<file path="src/design/scr_pkg.sv">
`default_nettype none
// ----------------------------------------------------------------------------
// scr_pkg
// shared types and constants for the small component removal block
// ----------------------------------------------------------------------------
package scr_pkg;
  localparam int unsigned MaxWidth  = 512;
  localparam int unsigned MaxHeight = 512;
  localparam int unsigned Depth     = MaxWidth * MaxHeight;
  localparam int unsigned IdxW      = $clog2(Depth);
  localparam int unsigned CntW      = IdxW + 1;
  localparam int unsigned ColW      = $clog2(MaxWidth) + 1;
  localparam int unsigned RowW      = $clog2(MaxHeight) + 1;
  localparam int unsigned AreaW     = 19;
  localparam int unsigned DimW      = 10;
  localparam logic [7:0]  KeepValue = 8'd255;

  localparam logic [1:0] RegWidth  = 2'd0;
  localparam logic [1:0] RegHeight = 2'd1;
  localparam logic [1:0] RegArea   = 2'd2;

  typedef enum logic [0:0] {
    ReqLoad  = 1'b0,
    ReqDrain = 1'b1
  } req_e;

  typedef struct packed {
    logic             drain;
    logic [7:0]       pix;
    logic             last;
  } cmd_t;

  typedef enum logic [4:0] {
    StIdle, StInit, StScanRd, StScanChk, StNbRd, StNbChk,
    StFindA, StFindAW, StFindB, StFindBW, StJoinRd, StJoinW,
    StJoinW2, StOutRd, StOutFind, StOutFindW, StOutArea, StOutArea2, StOutWr,
    StDrainRd, StDrainOut
  } st_e;
endpackage
`default_nettype wire

</file>
<file path="src/design/scr_cmd_fifo.sv">
`default_nettype none
// ----------------------------------------------------------------------------
// scr_cmd_fifo
// short queue of accepted commands between front end and engine
// ----------------------------------------------------------------------------
module scr_cmd_fifo (
  input  wire                  clk_i,
  input  wire                  rst_ni,
  input  wire                  push_i,
  input  scr_pkg::cmd_t        push_data_i,
  input  wire                  pop_i,
  output scr_pkg::cmd_t        pop_data_o,
  output logic                 empty_o,
  output logic                 full_o
);
  import scr_pkg::*;
  cmd_t       mem_q [2];
  logic       wp_q, rp_q;
  logic [1:0] cnt_q;

  always_ff @(posedge clk_i or negedge rst_ni) begin
    if (!rst_ni) begin
      wp_q  <= 1'b0;
      rp_q  <= 1'b0;
      cnt_q <= 2'd0;
    end else begin
      if (push_i) wp_q <= ~wp_q;
      if (pop_i) rp_q <= ~rp_q;
      cnt_q <= cnt_q + {1'b0, push_i} - {1'b0, pop_i};
    end
  end

  always_ff @(posedge clk_i) begin
    if (push_i) mem_q[wp_q] <= push_data_i;
  end

  assign pop_data_o = mem_q[rp_q];
  assign empty_o    = (cnt_q == 2'd0);
  assign full_o     = (cnt_q == 2'd2);
endmodule
`default_nettype wire

</file>
<file path="config.mk">
export PLATFORM = sky130hd
export DESIGN_NAME = scr_cmd_fifo
export DESIGN_NICKNAME = d
export VERILOG_FILES = /design/src/design/scr_pkg.sv /design/src/design/scr_cmd_fifo.sv
export SDC_FILE = /design/constraint.sdc
export NUM_CORES = 1
export LEC_CHECK = 0
export ABC_AREA = 1
export BUFFER_PORTS_ARGS = -buffer_cell sky130_fd_sc_hd__buf_2
export CORE_MARGIN = 1.5
export CORE_UTILIZATION = 50
export DETAILED_ROUTE_END_ITERATION = 8
export PLACE_DENSITY = 0.78
export SYNTH_ARGS = -nofsm -noshare
export SYNTH_HDL_FRONTEND = slang
export SYNTH_SLANG_ARGS = --single-unit
</file>
<file path="constraint.sdc">
create_clock -name clk_i -period 2 [get_ports clk_i]
set_clock_uncertainty 0.2 [all_clocks]
set_input_delay 0.1 -clock clk_i [delete_from_list [all_inputs] [get_ports clk_i]]
set_output_delay 0.1 -clock clk_i [all_outputs]
set_load 0.1 [all_outputs]
</file>
==> flow_summary.yaml, run 1 <==
synth:
  synth_area_leader_cell: "edfxtp_1"
  ys_top_cells_by_count: "edfxtp_1, inv_1, nand2_1, o21ai_2, dfrtp_1"
  synth.avg_cell_area_um2: 12.90
  synth_nets: 93
  async_flop_share_pct: 16.67
  synth-edff-count: 20
  syn_area_um2: 993.5
  netlist_instances: 77
  synth.distinct_cells: 10
  synth.most_common_cell: "edfxtp_1"
  ys_ff_latch: 24
  yosysSeqAreaShare_pct: 70.53
  yosysWarnings: 0
  synth_top_area_share_pct: 60.45
  synth.top_cells.by_area: "edfxtp_1, dfrtp_1, o21ai_2"
  synth_ff_type: "edfxtp_1"
outcome:
  outcome: "completed"
critical_path:
  slowest_delay_ns: 0.43
  start_kind: "flip-flop"
  end_kind: "output port"
  crit_required_ns: 1.70
  crit_family: "buffers and inverters"
  critPathArrivalTime_ns: 1.42
  path_class: "flip-flop to output port"
  path_buf_inv: 2
  slowest_stage: "dfrtp_1"
  cp_max_fo: 19
  crit_chain: "buf_4, nand2_1, o21ai_2, buf_12"
floorplan:
  die_h_um: 47.58
  io_pins: 26
  die_x_um: 47.58
  start_util_pct: 55.14
  die_area_mm2: 0.002263
  core_area_mm2: 0.001802
  fp-row-count: 15
sta:
  fin_crit_ns: 1.718
  finalSetupViolCount: 0
  drv_slew: 0
  relSlewSlack_pct: 66.22
  tightest_slew_ns: 0.5103
  tns_ns: 0
  hold_viol: 0
  fin_hold_ws_ns: 0.3146
  finalCritPeriodShare_pct: 85.91
  rsz0062_at_grt: "false"
  fmax_mhz: 582.0
place:
  dp_hpwl_mm: 1.313
  io_buffers: 25
  place_congestion: 0.7222
hold_path:
  hp-class: "flip-flop to flip-flop"
clocking:
  clock_path_buffers: 2
  cts-buffers-inserted: 3
  clk-insertion-delay-late_ns: 0.30
  cts_max_level: 1
  cts_root_buf: "clkbuf_4"
  cts_sinks: 24
  cts.clk_slew.worst_paths_ns: 0.12
  cts_tree: "yes"
  post-cts-setup-buffers: 0
route:
  routed_wl_mm: 1.905
  dr.pass1.iters: 4
  drc: 0
  ant_nets: 0
  via_count: 678
  drtIter0Drc: 10
  wl_per_cell_um: 13.14
  via_per_inst: 4.676
global_routing:
  grt_max_degree: 20
  grt_pass1_wl_mm: 2.932
  grt_pass1_vias: 692
  grtUsageTotal_pct: 19.82
  gr-total-overflow: 0
  antenna_found_initial: 0
layout:
  fillers: 117
  diodes: 0
  area_growth_pct: 46.85
  nets: 137
  layout-drive-gt1-share_pct: 33.33
job:
  drv_cap: 0
[through the flow]
| stage | util [%] | instance area (µm²) | std cells | setup WS (ns) |
|---|---|---|---|---|
| after global placement | 71.74 | 1292 | 127 | 0.6728 |
| final | 80.97 | 1459 | 145 | 0.2818 |
| after floorplan | - | 993.5 | 77 | 0.05224 |
| after CTS | 80.97 | 1459 | 145 | 0.2643 |
| after global routing | 80.97 | 1459 | 145 | 0.1548 |
| after detailed placement | 71.74 | 1292 | 127 | 0.5963 |
[area by class of cell]
cell class / instances / area [µm²] / share of cell area (%)
clock buffer: 3 / 22.52 / 1.544
clock inverter: 1 / 3.754 / 0.2573
inverter: 17 / 63.81 / 4.374
multi-input combinational: 34 / 206.4 / 14.15
sequential: 24 / 700.7 / 48.03
tap: 25 / 31.28 / 2.144
timing repair buffer: 41 / 430.4 / 29.50
[what timing repair did]
item / in CTS / in global routing
hold buffers: 14 / 0
gates resized for setup: 0 / 0
endpoints found under the hold margin: 27 / 0
[per-layer routing]
layer | GRT usage (%) | vias to the layer above | part of all wire [%]
met5 | 0 | - | 0
met4 | 8.108 | 0 | 2.1
met3 | 3.774 | 4 | 3.1
met2 | 37.30 | 20 | 58
met1 | 21.74 | 318 | 36
li1 | - | 336 | -
[sequential cells by signal, indices dropped and copies added (netlist names)]
name and cells:
cnt_q 2, mem_q 20, rp_q 1, wp_q 1
[worst paths after layout]
kind	to	slack, ns	start	cells past startpoint
worst min register to register	wp_q	0.31	wp_q	1
worst max-delay path	pop_data_o[5]	0.28	rp_q	4
worst max register to register	cnt_q[1]	0.56	cnt_q[0]	7
max in group asynchronous	rp_q	0.92	rst_ni	3
worst min-delay path	wp_q	0.31	wp_q	1
min in group asynchronous	cnt_q[0]	0.50	rst_ni	3
[cells by family (layout without fill, tap and decap cells)]
kind of cell	count (synthesis)	count (layout)	synth area share [%]
adder cells (fa/ha/maj)	2	2	2.518
AND/OR/NAND/NOR	20	20	7.682
buffers and inverters	19	62	8.690
XOR/XNOR	2	2	1.764
flip-flops	24	24	70.53
AO/OA/AOI/OAI	10	10	8.816
[cells in the final DEF (no fill, tap or decap)]
master	instances
edfxtp_1	20
inv_1	17
nand2_1	16
buf_2	15
dlygate4sd3_1	14
o21ai_2	10
buf_12	10
dfrtp_1	4
nor2_1	3
clkbuf_4	3
xor2_1	2
ha_1	2
buf_4	2
nand3_1	1
clkinv_1	1
Power of run 1 is left out: the tool's default activity adds up to more than one toggle a clock period on the data nets, which glitch-free logic cannot reach.
==> inputs of run 2 (changes only) <==
--- a/config.mk
+++ b/config.mk
@@ -8,9 +8,10 @@
 export ABC_AREA = 1
 export BUFFER_PORTS_ARGS = -buffer_cell sky130_fd_sc_hd__buf_2
 export CORE_MARGIN = 1.5
-export CORE_UTILIZATION = 50
+export CORE_UTILIZATION = 54
 export DETAILED_ROUTE_END_ITERATION = 8
-export PLACE_DENSITY = 0.78
+export PLACE_DENSITY = 0.9
+export SKIP_LAST_GASP = 1
 export SYNTH_ARGS = -nofsm -noshare
 export SYNTH_HDL_FRONTEND = slang
 export SYNTH_SLANG_ARGS = --single-unit
==> constraint.sdc (replaced) <==
create_clock -name clk_i -period 2.05 [get_ports clk_i]
set_clock_uncertainty 0.2 [all_clocks]
set_input_delay 0.1025 -clock clk_i [delete_from_list [all_inputs] [get_ports clk_i]]
set_output_delay 0.1025 -clock clk_i [all_outputs]
set_load 0.1 [all_outputs]
==> run 2 against run 1 <==
  * Die area is 7.0% lower
  * First-iteration DRC count up 40%
  * Core utilization up 5.5 points
  * Design area is 2.3% higher
  * Via count is 13% higher
  * Worst hold slack worse by 0.024 ns
  * Non-clock buffer count up 1
  * Wire length grew 30%
  * Final cell count increased by 0.69%
  * Worst setup slack gained 0.015 ns
  * Global-route usage rose by 8.7 points
  * Critical endpoint unchanged
==> flow_summary.yaml, run 2 (same netlist as run 1, synthesis figures left out) <==
outcome:
  outcome: "completed"
clocking:
  cts_max_level: 1
  cts-buffers-inserted: 3
  clk-insertion-delay-late_ns: 0.32
  cts_root_buf: "clkbuf_4"
  clock_path_buffers: 2
  post-cts-setup-buffers: 0
  cts.clk_slew.worst_paths_ns: 0.13
  cts_sinks: 24
  cts_tree: "yes"
global_routing:
  grt_pass1_wl_mm: 3.801
  grt_pass1_vias: 813
  antenna_found_initial: 0
  gr-total-overflow: 0
  grtUsageTotal_pct: 28.57
  grt_max_degree: 21
floorplan:
  fp-row-count: 15
  die_x_um: 45.89
  core_area_mm2: 0.001727
  die_h_um: 45.89
  start_util_pct: 57.54
  die_area_mm2: 0.002106
  io_pins: 26
sta:
  fin_crit_ns: 1.753
  finalCritPeriodShare_pct: 85.51
  relSlewSlack_pct: 67.75
  finalSetupViolCount: 0
  hold_viol: 0
  drv_slew: 0
  rsz0062_at_grt: "false"
  tightest_slew_ns: 0.4871
  tns_ns: 0
  fmax_mhz: 570.5
job:
  drv_cap: 0
critical_path:
  start_kind: "flip-flop"
  end_kind: "output port"
  cp_max_fo: 20
  crit_chain: "buf_4, nand2_1, o21ai_2, buf_12"
  crit_required_ns: 1.75
  critPathArrivalTime_ns: 1.45
  path_class: "flip-flop to output port"
  crit_family: "buffers and inverters"
  path_buf_inv: 2
  slowest_stage: "dfrtp_1"
  slowest_delay_ns: 0.40
layout:
  nets: 138
  mostFrequentLayoutCells: "edfxtp_1, inv_1, nand2_1"
  layout_commonest_cell: "edfxtp_1"
  fillers: 92
  top_register: "mem_q"
  area_growth_pct: 50.25
  largest_reg_flops: 20
  layout-drive-gt1-share_pct: 34.71
  ff_latch_area_um2: 700.7
  multiInputGateArea_um2: 206.4
  reg_top3: "mem_q: 20 flops, cnt_q: 2 flops"
  diodes: 0
route:
  via_count: 765
  via_per_inst: 5.240
  dr.pass1.iters: 4
  drtIter0Drc: 14
  drc: 0
  wl_per_cell_um: 17.01
  routed_wl_mm: 2.484
  ant_nets: 0
hold_path:
  hp-class: "input pin to flip-flop"
place:
  io_buffers: 25
  place_congestion: 0.7360
  dp_hpwl_mm: 1.352
[run 2: cell types whose count changed in the layout (fill, tap and decap cells not counted), sizes merged]
cell,delta
buf,+1
clkinv,-1
bufinv,+1
[run 2: routing by layer]
metal  up-vias  share of wire [%]  track usage, %
li1        344                  -               -
met1       380                 33           27.47
met2        32                 58           53.89
met3         9                4.1           5.952
met4         0                4.4           17.14
met5         -                  0               0
[run 2: final timing paths]
path	startpoint	to	slack [ns]	depth (start not counted)
min in group asynchronous	rst_ni	cnt_q[0]	0.50	3
max	rp_q	pop_data_o[5]	0.30	4
max reg2reg	cnt_q[0]	cnt_q[1]	0.60	7
min	push_data_i[3]	mem_q[1][3]	0.29	2
min reg2reg	rp_q	rp_q	0.31	1
max in group asynchronous	rst_ni	cnt_q[1]	0.98	3
[run 2: through the flow]
stage	setup slack (ns)	hold WS, ns	util, %	instance area [µm²]	cells
5_1_grt	0.2427	0.3031	86.45	1493	146
4_1_cts	0.3072	0.2905	86.45	1493	146
3_5_place_dp	0.6892	-0.2863	75.29	1300	128
2_1_floorplan	0.09974	-0.3931	-	993.5	77
6_report	0.2970	0.2909	86.45	1493	146
3_3_place_gp	0.7427	-0.2899	75.29	1300	128
[run 2: cell type report]
type	count	area share, %
Tap cell	25	2.096
Multi-Input combinational cell	34	13.83
Sequential cell	24	46.94
Timing Repair Buffer	42	29.34
Inverter	17	4.275
Clock inverter	1	2.012
Clock buffer	3	1.509
[run 2: timing repair]
| item | CTS | global route |
|---|---|---|
| hold endpoints to repair | 27 | 0 |
| gates resized for setup | 0 | 0 |
| hold buffers | 14 | 0 |
| endpoints found under the setup margin | 0 | 0 |
Power of run 2 is left out for the same reason.
==> inputs of run 3 (changes only) <==
--- a/config.mk
+++ b/config.mk
@@ -5,10 +5,9 @@
 export SDC_FILE = /design/constraint.sdc
 export NUM_CORES = 1
 export LEC_CHECK = 0
-export ABC_AREA = 1
 export BUFFER_PORTS_ARGS = -buffer_cell sky130_fd_sc_hd__buf_2
-export CORE_MARGIN = 1.5
-export CORE_UTILIZATION = 54
+export CORE_MARGIN = 4
+export CORE_UTILIZATION = 53
 export DETAILED_ROUTE_END_ITERATION = 8
 export PLACE_DENSITY = 0.9
 export SKIP_LAST_GASP = 1
==> run 3 against run 2 <==
  * Die area up 21%
  * Design area down 14%
  * First-iteration DRC count is 100% lower
  * Largest cell class unchanged
  * Critical path type unchanged
  * Final cell count is 22% lower
  * Highest routed layer unchanged
  * Non-clock buffer count down 2
  * Worst hold slack better by 0.016 ns
  * Clock-buffer cell count grew 1
==> flow_summary.yaml, run 3 <==
floorplan:
  core_area_mm2: 0.001708
  die_area_mm2: 0.002544
  die_h_um: 50.44
  start_util_pct: 55.90
  die_x_um: 50.44
  io_pins: 26
  fp-row-count: 15
layout:
  largest_reg_flops: 20
  nets: 106
  diodes: 0
  top_register: "mem_q"
  area_growth_pct: 34.60
  fillers: 111
  layout-drive-gt1-share_pct: 46.07
  mostFrequentLayoutCells: "buf_2, edfxtp_1, dlygate4sd3_1"
  layout_commonest_cell: "buf_2"
  reg_top3: "mem_q: 20 flops, cnt_q: 2 flops"
synth:
  synth-edff-count: 20
  synth.most_common_cell: "edfxtp_1"
  synth_top_area_share_pct: 62.91
  yosysSeqAreaShare_pct: 73.39
  synth_ff_type: "edfxtp_1"
  synth_area_leader_cell: "edfxtp_1"
  synth.top_cells.by_area: "edfxtp_1, mux2_4, dfrtp_1"
  async_flop_share_pct: 16.67
  ys_top_cells_by_count: "edfxtp_1, mux2_4, dfrtp_1"
  ys_ff_latch: 24
  synth_nets: 62
  netlist_instances: 46
  yosysWarnings: 0
  synth.avg_cell_area_um2: 20.75
  synth.distinct_cells: 12
  syn_area_um2: 954.7
route:
  drc: 0
  dr.pass1.iters: 1
  routed_wl_mm: 1.651
  ant_nets: 0
  via_per_inst: 4.728
  drtIter0Drc: 0
  via_count: 539
  wl_per_cell_um: 14.48
global_routing:
  grt_pass1_wl_mm: 2.829
  grtUsageTotal_pct: 15.56
  antenna_found_initial: 0
  grt_pass1_vias: 620
  gr-total-overflow: 0
  grt_max_degree: 14
sta:
  finalCritPeriodShare_pct: 91.08
  finalSetupViolCount: 0
  hold_viol: 0
  tightest_slew_ns: 0.4947
  fmax_mhz: 535.6
  drv_slew: 0
  tns_ns: 0
  fin_crit_ns: 1.867
  rsz0062_at_grt: "false"
  relSlewSlack_pct: 67.25
critical_path:
  start_kind: "flip-flop"
  cp_max_fo: 11
  slowest_delay_ns: 0.59
  crit_required_ns: 1.75
  path_class: "flip-flop to output port"
  critPathArrivalTime_ns: 1.56
  crit_chain: "mux2_2, buf_2"
  end_kind: "output port"
  slowest_stage: "dfrtp_2"
  crit_family: "flip-flops"
  path_buf_inv: 1
clocking:
  clock_path_buffers: 2
  cts.clk_slew.worst_paths_ns: 0.12
  cts_tree: "yes"
  cts-buffers-inserted: 3
  cts_sinks: 24
  cts_max_level: 1
  cts_root_buf: "clkbuf_4"
  clk-insertion-delay-late_ns: 0.31
place:
  place_congestion: 0.6213
  io_buffers: 25
outcome:
  outcome: "completed"
job:
  drv_cap: 0
hold_path:
  hp-class: "input pin to flip-flop"
==> run 3: what timing repair did <==
item                                    in CTS  in global routing
endpoints found under the setup margin      10                  0
setup buffers                                0                  0
gates resized for setup                      1                  0
hold buffers                                14                  0
hold endpoints to repair                    27                  0
==> run 3: final timing paths <==
check	to	startpoint	cells after the start	slack (ns)
worst max register to register	mem_q[0][0]	wp_q	2	0.60
worst min-delay path	mem_q[0][3]	push_data_i[3]	2	0.31
min in group asynchronous	wp_q	rst_ni	3	0.48
max in group asynchronous	rp_q	rst_ni	3	0.97
worst max-delay path	pop_data_o[9]	rp_q	2	0.18
worst min register to register	wp_q	wp_q	1	0.31
==> run 3: per-stage QoR <==
step | instances | instance area, µm² | util, % | hold WS, ns | setup WS, ns
2_1_floorplan | 46 | 954.7 | - | -0.3931 | 0.02524
3_3_place_gp | 96 | 1107 | 64.84 | -0.2879 | 0.3623
3_5_place_dp | 96 | 1107 | 64.84 | -0.2843 | 0.3421
4_1_cts | 114 | 1285 | 75.24 | 0.3040 | 0.1649
5_1_grt | 114 | 1285 | 75.24 | 0.3002 | 0.1137
6_report | 114 | 1285 | 75.24 | 0.3070 | 0.1830
==> run 3: kinds of logic (layout without fill, tap and decap cells) <==
logic type               after synthesis  in the layout  share of synthesized area, %
AND/OR/NAND/NOR                        4              4                         2.359
buffers and inverters                  3             46                         1.966
XOR/XNOR                               3              3                         4.325
multiplexers                          10             10                         15.33
adder cells (fa/ha/maj)                2              2                         2.621
flip-flops                            24             24                         73.40
==> run 3: layer usage <==
layer	vias to the layer above	GRT usage, %	routed length (µm)
li1	255	-	-
met1	263	16.40	630
met3	2	3.264	85
met5	-	0	0
met4	0	6.726	22
met2	19	29.35	914
==> run 3: final cells by class <==
type	count	area, µm²	share of cell area (%)
sequential	24	701.9	54.63
inverter	2	7.507	0.5842
multi-input combinational	19	235.2	18.31
clock buffer	4	36.28	2.824
tap	25	31.28	2.434
timing repair buffer	40	272.8	21.23
==> run 3: worst reg2reg max path, cell delays in order (launching register included) <==
cell and delay (ns):
dfrtp_1 0.43, nor2b_1 0.31, buf_4 0.24
Power of run 3 is left out for the same reason.
